### src/sv/irad_pkg.sv
package irad_pkg;

    localparam int VALUE_WIDTH_DEF = 32;
    localparam int RADICAL_WIDTH   = 32;

    typedef enum logic [3:0] {
        ST_IDLE,
        ST_START,
        ST_SDIV,
        ST_SCHECK,
        ST_MULD,
        ST_XSTART,
        ST_XDIV,
        ST_XCHECK,
        ST_MULN,
        ST_OUT
    } state_t;

    typedef struct packed {
        logic load;
        logic div_start;
        logic mul_d;
        logic take_q;
        logic next_d;
        logic mul_n;
    } cmd_t;

    typedef struct packed {
        logic div_done;
        logic d_gt_q;
        logic rem_zero;
        logic n_gt_one;
        logic zero;
    } stat_t;

endpackage

### src/sv/irad_div.sv
module irad_div import irad_pkg::*; #(
    parameter int VALUE_WIDTH = VALUE_WIDTH_DEF
) (
    input  logic                   clk,
    input  logic                   rst_n,
    input  logic                   start,
    input  logic [VALUE_WIDTH-1:0] dividend,
    input  logic [VALUE_WIDTH-1:0] divisor,
    output logic                   done,
    output logic [VALUE_WIDTH-1:0] quot,
    output logic [VALUE_WIDTH-1:0] rem
);

    localparam int CW = $clog2(VALUE_WIDTH);

    logic [VALUE_WIDTH-1:0] quot_reg, quot_next;
    logic [VALUE_WIDTH:0]   rem_reg, rem_next;
    logic [VALUE_WIDTH-1:0] div_reg, div_next;
    logic [CW-1:0]          cnt_reg, cnt_next;
    logic                   busy_reg, busy_next;
    logic                   done_reg, done_next;
    logic [VALUE_WIDTH:0]   trial;
    logic [VALUE_WIDTH:0]   div_ext;

    assign trial   = {rem_reg[VALUE_WIDTH-1:0], quot_reg[VALUE_WIDTH-1]};
    assign div_ext = {1'b0, div_reg};

    always_comb
    begin
        quot_next = quot_reg;
        rem_next  = rem_reg;
        div_next  = div_reg;
        cnt_next  = cnt_reg;
        busy_next = busy_reg;
        done_next = 1'b0;
        if (start)
        begin
            quot_next = dividend;
            rem_next  = '0;
            div_next  = divisor;
            cnt_next  = '0;
            busy_next = 1'b1;
        end
        else if (busy_reg)
        begin
            if (trial >= div_ext)
            begin
                rem_next  = trial - div_ext;
                quot_next = {quot_reg[VALUE_WIDTH-2:0], 1'b1};
            end
            else
            begin
                rem_next  = trial;
                quot_next = {quot_reg[VALUE_WIDTH-2:0], 1'b0};
            end
            cnt_next = cnt_reg + 1'b1;
            if (cnt_reg == CW'(VALUE_WIDTH - 1))
            begin
                busy_next = 1'b0;
                done_next = 1'b1;
            end
        end
    end

    always_ff @(posedge clk or negedge rst_n)
    begin
        if (!rst_n)
        begin
            quot_reg <= '0;
            rem_reg  <= '0;
            div_reg  <= '0;
            cnt_reg  <= '0;
            busy_reg <= 1'b0;
            done_reg <= 1'b0;
        end
        else
        begin
            quot_reg <= quot_next;
            rem_reg  <= rem_next;
            div_reg  <= div_next;
            cnt_reg  <= cnt_next;
            busy_reg <= busy_next;
            done_reg <= done_next;
        end
    end

    assign done = done_reg;
    assign quot = quot_reg;
    assign rem  = rem_reg[VALUE_WIDTH-1:0];

`ifndef SYNTHESIS
    // A new division is never started while one is still running.
    a_no_restart: assert property (@(posedge clk) disable iff (!rst_n)
        start |-> !busy_reg)
        else $error("division started while busy");

    // A finished division leaves a remainder below the divisor.
    a_rem_range: assert property (@(posedge clk) disable iff (!rst_n)
        done_reg |-> (rem_reg < div_ext))
        else $error("remainder not below divisor");
`endif

endmodule

### src/sv/irad_dp.sv
module irad_dp import irad_pkg::*; #(
    parameter int VALUE_WIDTH = VALUE_WIDTH_DEF
) (
    input  logic                     clk,
    input  logic                     rst_n,
    input  cmd_t                     cmd,
    output stat_t                    stat,
    input  logic [VALUE_WIDTH-1:0]   value,
    output logic [RADICAL_WIDTH-1:0] radical,
    output logic                     zero_error
);

    logic [VALUE_WIDTH-1:0]     n_reg, n_next;
    logic [VALUE_WIDTH-1:0]     d_reg, d_next;
    logic [RADICAL_WIDTH-1:0]   r_reg, r_next;
    logic                       zero_reg, zero_next;
    logic                       div_done;
    logic [VALUE_WIDTH-1:0]     quot;
    logic [VALUE_WIDTH-1:0]     rem;
    logic [RADICAL_WIDTH-1:0]   d_ext;
    logic [RADICAL_WIDTH-1:0]   n_ext;
    logic [RADICAL_WIDTH-1:0]   mul_b;
    logic [2*RADICAL_WIDTH-1:0] prod;

    irad_div #(
        .VALUE_WIDTH(VALUE_WIDTH)
    ) u_div (
        .clk     (clk),
        .rst_n   (rst_n),
        .start   (cmd.div_start),
        .dividend(n_reg),
        .divisor (d_reg),
        .done    (div_done),
        .quot    (quot),
        .rem     (rem)
    );

    // Only the low bits of the product reach the result, so the low bits of
    // each factor suffice.
    assign d_ext = RADICAL_WIDTH'(d_reg);
    assign n_ext = RADICAL_WIDTH'(n_reg);
    assign mul_b = cmd.mul_n ? n_ext : d_ext;
    assign prod  = r_reg * mul_b;

    always_comb
    begin
        n_next    = n_reg;
        d_next    = d_reg;
        r_next    = r_reg;
        zero_next = zero_reg;
        if (cmd.load)
        begin
            n_next    = value;
            d_next    = VALUE_WIDTH'(2);
            zero_next = (value == '0);
            r_next    = (value == '0) ? '0 : RADICAL_WIDTH'(1);
        end
        if (cmd.mul_d)
        begin
            r_next = prod[RADICAL_WIDTH-1:0];
            n_next = quot;
        end
        if (cmd.take_q)
        begin
            n_next = quot;
        end
        if (cmd.next_d)
        begin
            d_next = (d_reg == VALUE_WIDTH'(2)) ? VALUE_WIDTH'(3)
                                                : d_reg + VALUE_WIDTH'(2);
        end
        if (cmd.mul_n)
        begin
            r_next = prod[RADICAL_WIDTH-1:0];
        end
    end

    always_ff @(posedge clk or negedge rst_n)
    begin
        if (!rst_n)
        begin
            n_reg    <= '0;
            d_reg    <= VALUE_WIDTH'(2);
            r_reg    <= '0;
            zero_reg <= 1'b0;
        end
        else
        begin
            n_reg    <= n_next;
            d_reg    <= d_next;
            r_reg    <= r_next;
            zero_reg <= zero_next;
        end
    end

    assign stat.div_done = div_done;
    assign stat.d_gt_q   = (d_reg > quot);
    assign stat.rem_zero = (rem == '0);
    assign stat.n_gt_one = (n_reg > VALUE_WIDTH'(1));
    assign stat.zero     = zero_reg;

    assign radical    = r_reg;
    assign zero_error = zero_reg;

`ifndef SYNTHESIS
    // The trial divisor is two or an odd number.
    a_d_odd: assert property (@(posedge clk) disable iff (!rst_n)
        (d_reg == VALUE_WIDTH'(2)) || d_reg[0])
        else $error("trial divisor is even and not two");

    // A zero request always carries a zero radical.
    a_zero_rad: assert property (@(posedge clk) disable iff (!rst_n)
        zero_reg |-> (r_reg == '0))
        else $error("zero request with nonzero radical");
`endif

endmodule

### src/sv/irad_ctrl.sv
module irad_ctrl import irad_pkg::*; (
    input  logic  clk,
    input  logic  rst_n,
    input  logic  in_valid,
    output logic  in_ready,
    output logic  out_valid,
    input  logic  out_ready,
    output cmd_t  cmd,
    input  stat_t stat
);

    state_t state_reg, state_next;

    always_comb
    begin
        state_next = state_reg;
        case (state_reg)
            ST_IDLE:
            begin
                if (in_valid)
                begin
                    state_next = ST_START;
                end
            end
            ST_START:
            begin
                state_next = stat.zero ? ST_OUT : ST_SDIV;
            end
            ST_SDIV:
            begin
                if (stat.div_done)
                begin
                    state_next = ST_SCHECK;
                end
            end
            ST_SCHECK:
            begin
                if (stat.d_gt_q)
                begin
                    state_next = stat.n_gt_one ? ST_MULN : ST_OUT;
                end
                else if (stat.rem_zero)
                begin
                    state_next = ST_MULD;
                end
                else
                begin
                    state_next = ST_START;
                end
            end
            ST_MULD:
            begin
                state_next = ST_XSTART;
            end
            ST_XSTART:
            begin
                state_next = ST_XDIV;
            end
            ST_XDIV:
            begin
                if (stat.div_done)
                begin
                    state_next = ST_XCHECK;
                end
            end
            ST_XCHECK:
            begin
                state_next = stat.rem_zero ? ST_XSTART : ST_START;
            end
            ST_MULN:
            begin
                state_next = ST_OUT;
            end
            ST_OUT:
            begin
                if (out_ready)
                begin
                    state_next = ST_IDLE;
                end
            end
            default:
            begin
                state_next = ST_IDLE;
            end
        endcase
    end

    always_comb
    begin
        cmd       = '0;
        in_ready  = 1'b0;
        out_valid = 1'b0;
        case (state_reg)
            ST_IDLE:
            begin
                in_ready = 1'b1;
                cmd.load = in_valid;
            end
            ST_START:
            begin
                cmd.div_start = !stat.zero;
            end
            ST_SCHECK:
            begin
                cmd.next_d = !stat.d_gt_q && !stat.rem_zero;
            end
            ST_MULD:
            begin
                cmd.mul_d = 1'b1;
            end
            ST_XSTART:
            begin
                cmd.div_start = 1'b1;
            end
            ST_XCHECK:
            begin
                cmd.take_q = stat.rem_zero;
                cmd.next_d = !stat.rem_zero;
            end
            ST_MULN:
            begin
                cmd.mul_n = 1'b1;
            end
            ST_OUT:
            begin
                out_valid = 1'b1;
            end
            default:
            begin
                cmd = '0;
            end
        endcase
    end

    always_ff @(posedge clk or negedge rst_n)
    begin
        if (!rst_n)
        begin
            state_reg <= ST_IDLE;
        end
        else
        begin
            state_reg <= state_next;
        end
    end

endmodule

### src/sv/integer_radical.sv
// Each trial divisor takes one bit-serial division, and each extra division strips
// a repeated factor; setup and output states come before and after them.
// Trial divisors run up to the square root of the value, and only one request is in
// flight at a time. The asynchronous active-low reset returns the block to idle with
// no result pending.
module integer_radical import irad_pkg::*; #(
    parameter int VALUE_WIDTH = VALUE_WIDTH_DEF
) (
    input  logic                     clk,
    input  logic                     rst_n,
    input  logic                     in_valid,
    output logic                     in_ready,
    input  logic [VALUE_WIDTH-1:0]   value,
    output logic                     out_valid,
    input  logic                     out_ready,
    output logic [RADICAL_WIDTH-1:0] radical,
    output logic                     zero_error
);

    cmd_t  cmd;
    stat_t stat;

    irad_ctrl u_ctrl (
        .clk      (clk),
        .rst_n    (rst_n),
        .in_valid (in_valid),
        .in_ready (in_ready),
        .out_valid(out_valid),
        .out_ready(out_ready),
        .cmd      (cmd),
        .stat     (stat)
    );

    irad_dp #(
        .VALUE_WIDTH(VALUE_WIDTH)
    ) u_dp (
        .clk       (clk),
        .rst_n     (rst_n),
        .cmd       (cmd),
        .stat      (stat),
        .value     (value),
        .radical   (radical),
        .zero_error(zero_error)
    );

endmodule

### config.mk
export PLATFORM = sky130hd
export DESIGN_NAME = integer_radical
export DESIGN_NICKNAME = d
export VERILOG_FILES = /design/src/sv/irad_pkg.sv /design/src/sv/irad_div.sv /design/src/sv/irad_dp.sv /design/src/sv/irad_ctrl.sv /design/src/sv/integer_radical.sv
export SDC_FILE = /design/constraint.sdc
export NUM_CORES = 2
export LEC_CHECK = 0
export BUFFER_PORTS_ARGS = -buffer_cell sky130_fd_sc_hd__buf_2
export CAP_MARGIN = 25
export CORE_MARGIN = 10
export CORE_UTILIZATION = 64
export CTS_CLUSTER_DIAMETER = 30
export DETAILED_ROUTE_END_ITERATION = 8
export PLACE_DENSITY = 0.83
export RECOVER_POWER = 25
export SKIP_CTS_REPAIR_TIMING = 1
export SLEW_MARGIN = 10
export SYNTH_ARGS = -nofsm -noshare
export SYNTH_HDL_FRONTEND = slang
export SYNTH_SLANG_ARGS = --single-unit
### constraint.sdc
create_clock -name clk -period 10.15 [get_ports clk]
set_input_delay 1.5225 -clock clk [delete_from_list [all_inputs] [get_ports clk]]
set_output_delay 1.5225 -clock clk [all_outputs]
set_load 0.02 [all_outputs]
==> impl_results.md <==
- Syn avg cell area: 8.91 um^2
- Mapped cell area: 28000 um^2
- # DRC: 0
- Hold Vio Cnt, Final: 0
- Crit-path slowest cell: o41ai_1
- Logic pwr share: 0.517
- Overall power: 7190 uW
- Final ANT Viol Nets: 0
- Htree depth: 2
- Die Ht: 229 um
- MaxCap Viol Count: 3
- Setup crit start kind: register
- Maximum fanout along the worst path: 26
- Core ar.: 43200 um^2
- RSZ-0062 raised after global routing: false
- Post-Synth XOR/XNOR Area: 0.0351
- Relative slew slack: -2.33
- Met2 WL: 37500 um
- Clock sinks: 204
- Place WS: 0.969 ns
- Simple-Gate Fraction of Synth Area: 0.190
- First-pass GRT wire length: 132000 um
- Antenna diodes: 0
- Setup-failing EPs final: 0
- # fillers: 3245
- FP Rows: 76
- DR vias: 22920
- Post-synthesis mux area share: 0.0286
- Switching pwr: 3370 uW
- Number of synthesized flops with an enable pin: 0
- Buffers on Ports: 70
- Largest net degree at the start of global routing: 90
- Skew-Pair Late Insertion Delay: 0.61 ns
- Failing checks: capacitance limit, slew limit
- CP max stage delay: 0.73 ns
- Clock root cell: clkbuf_16
- Clk buf depth: 3
- Clock Power Share: 0.263
- Worst Hold Class: reg2reg
- Max-slew violation count: 243
- Post-Syn Nets: 3776
- Setup CP Type: reg2reg
- Wirelength, routed: 81400 um
- Die width: 229 um
- CTS tree: yes
- CP arrival: 9.81 ns
- Inserted Clock Buffers: 53
- Post-route setup TNS: 0 ns
- #FFs+latches synth: 204
- Die footprint: 52500 um^2
- Per-cell routed wire length: 21.6 um
- Core Util, Final: 0.712
- Pleak: 0.0152 uW
- Status: complete, but fails checks
- Ports: 71
- DR WL met3: 8310 um
- Final nets: 3771
- CTS clk-pin slew, worst paths: 0.05 ns
- Vias in the first global route: 24319
- WL met1: 32000 um
- Cell repeated most along the worst path: fa_1
- Crit. End Element: register
- Synth async-reset ratio: 1.00
- Cell Int Power: 3820 uW
- PwrDens: 234 nW/um^2
- Fraction of the yosys area taken by sequential cells: 0.182
- Fraction of layout cells with a size suffix above 1: 0.0746
- Initial Util: 0.648
- Tot GR Track Use: 0.315
- Largest family of logic cells by synthesized area: adder cells
- Final Critical Period: 9.34 ns
- Min setup slack post-route: 0.809 ns
- Post-Synth Adder-Cell Area: 0.378
- Skew final: 0.0408 ns
- Synth Area in Compound Gates: 0.0968
- Total grt overflow: 0
- Drt first pass iters: 8
- Fmax: 0.107 GHz
- Via density per instance: 6.09
- Area Growth Syn to Fin: 9.80%
- Initial drt markers: 2541
- Peak VDD IR: 0.000248 V
- Worst-Margin Slew: 4.99 ns
- Ys Warns: 0
- Distinct cell type count after synthesis: 72
- Predominant post-synthesis flop cell: dfrtp_1
- Routability Congestion: 0.920
- Sequential power share: 0.219
- Max Used Layer: met4
- HPWL after DPL: 59400 um
- Final Cycle Share: 0.920
- Sw Ratio: 0.469
- Antenna violations before repair: 0
- Critical Path RT: 10.62 ns
- Syn Inst Count: 3141
## logic make-up after synthesis
kind of cell	Yosys count
flip-flops	204
adder cells (fa/ha/maj)	599
buffers and inverters	661
XOR/XNOR	108
multiplexers	74
AND/OR/NAND/NOR	1060
AO/OA/AOI/OAI	435
## layer usage
metal / vias up / GRT usage
met5: - / 0
met1: 11403 / 0.408
li1: 9970 / -
met2: 1307 / 0.499
met3: 240 / 0.0693
met4: 0 / 0.142
## synthesized netlist by cell type, drive strengths merged (47+ instances only)
library cell / number / area [um^2]
inv: 500 / 1880
nand2: 426 / 1600
fa: 409 / 8190
and2: 302 / 1890
dfrtp: 203 / 5080
ha: 190 / 2380
o21ai: 168 / 841
clkbuf: 151 / 568
nor2: 98 / 368
a21oi: 86 / 430
xnor2: 78 / 706
mux2i: 47 / 470
## power groups by stage
stage,Sequential (uW),Clock (uW),Combinational (uW)
final,1580,1890,3720
after global routing,1590,1950,4130
after CTS,1550,1910,3660
after detailed placement,1550,0,3600
after global placement,1540,0,3460
after floorplan,1330,0,2700
## through the flow
step / cells / area [um^2] / hold slack [ns]
floorplan: 3141 / 28000 / 0.456
global placement: 3663 / 28700 / 0.474
detailed placement: 3665 / 28700 / 0.490
CTS: 3762 / 30700 / 0.528
global route: 3763 / 30700 / 0.561
finish: 3763 / 30700 / 0.527
## final timing paths
check                                    start                    end  slack [ns]  cells past startpoint
hold / removal                 u_dp.radical[7]        u_dp.radical[7]        0.53                      2
setup reg to reg           u_ctrl.state_reg[3]       u_dp.radical[26]        0.81                     25
min in group asynchronous                rst_n  u_dp.u_div.cnt_reg[1]        2.73                      1
hold reg to reg                u_dp.radical[7]        u_dp.radical[7]        0.53                      2
setup / recovery           u_ctrl.state_reg[3]       u_dp.radical[26]        0.81                     25
max in group asynchronous                rst_n     u_dp.u_div.quot[5]        4.56                      2
## critical path: cells and delay by family, from the launching register on
kind / cells / cell delay (ns)
AND/OR/NAND/NOR: 4 / 1.20
adder cells (fa/ha/maj): 9 / 4.26
buffers and inverters: 5 / 0.56
flip-flops: 1 / 0.61
AO/OA/AOI/OAI: 6 / 1.95
multiplexers: 1 / 0.57
## placed cells by master (no fill, tap or decap), types with 26 or more instances in the layout
master     instances
buf_4             26
nor2b_1           34
o21ai_0          166
fa_1             409
and2_1           300
inv_1            500
a21oi_1           86
xnor2_1           75
a21o_1            37
ha_1             190
clkbuf_16         54
nand3_1           35
buf_2             69
nand2_1          424
dfrtp_1          202
mux2i_1           47
xor2_1            29
a22oi_1           33
nor4_1            36
nor2_1            96
## layout make-up
| cell class | count | area, um^2 | area share |
|---|---|---|---|
| flip-flops and latches | 204 | 5110 | 0.166 |
| repair buffers | 101 | 606 | 0.0197 |
| clock buffers | 64 | 1470 | 0.0478 |
| multi-input cells | 2276 | 20400 | 0.663 |
| clock inverters | 33 | 548 | 0.0178 |
| inverters | 500 | 1880 | 0.0611 |
| well taps | 585 | 732 | 0.0238 |
Note: power is estimated with default switching activity, not from simulation.
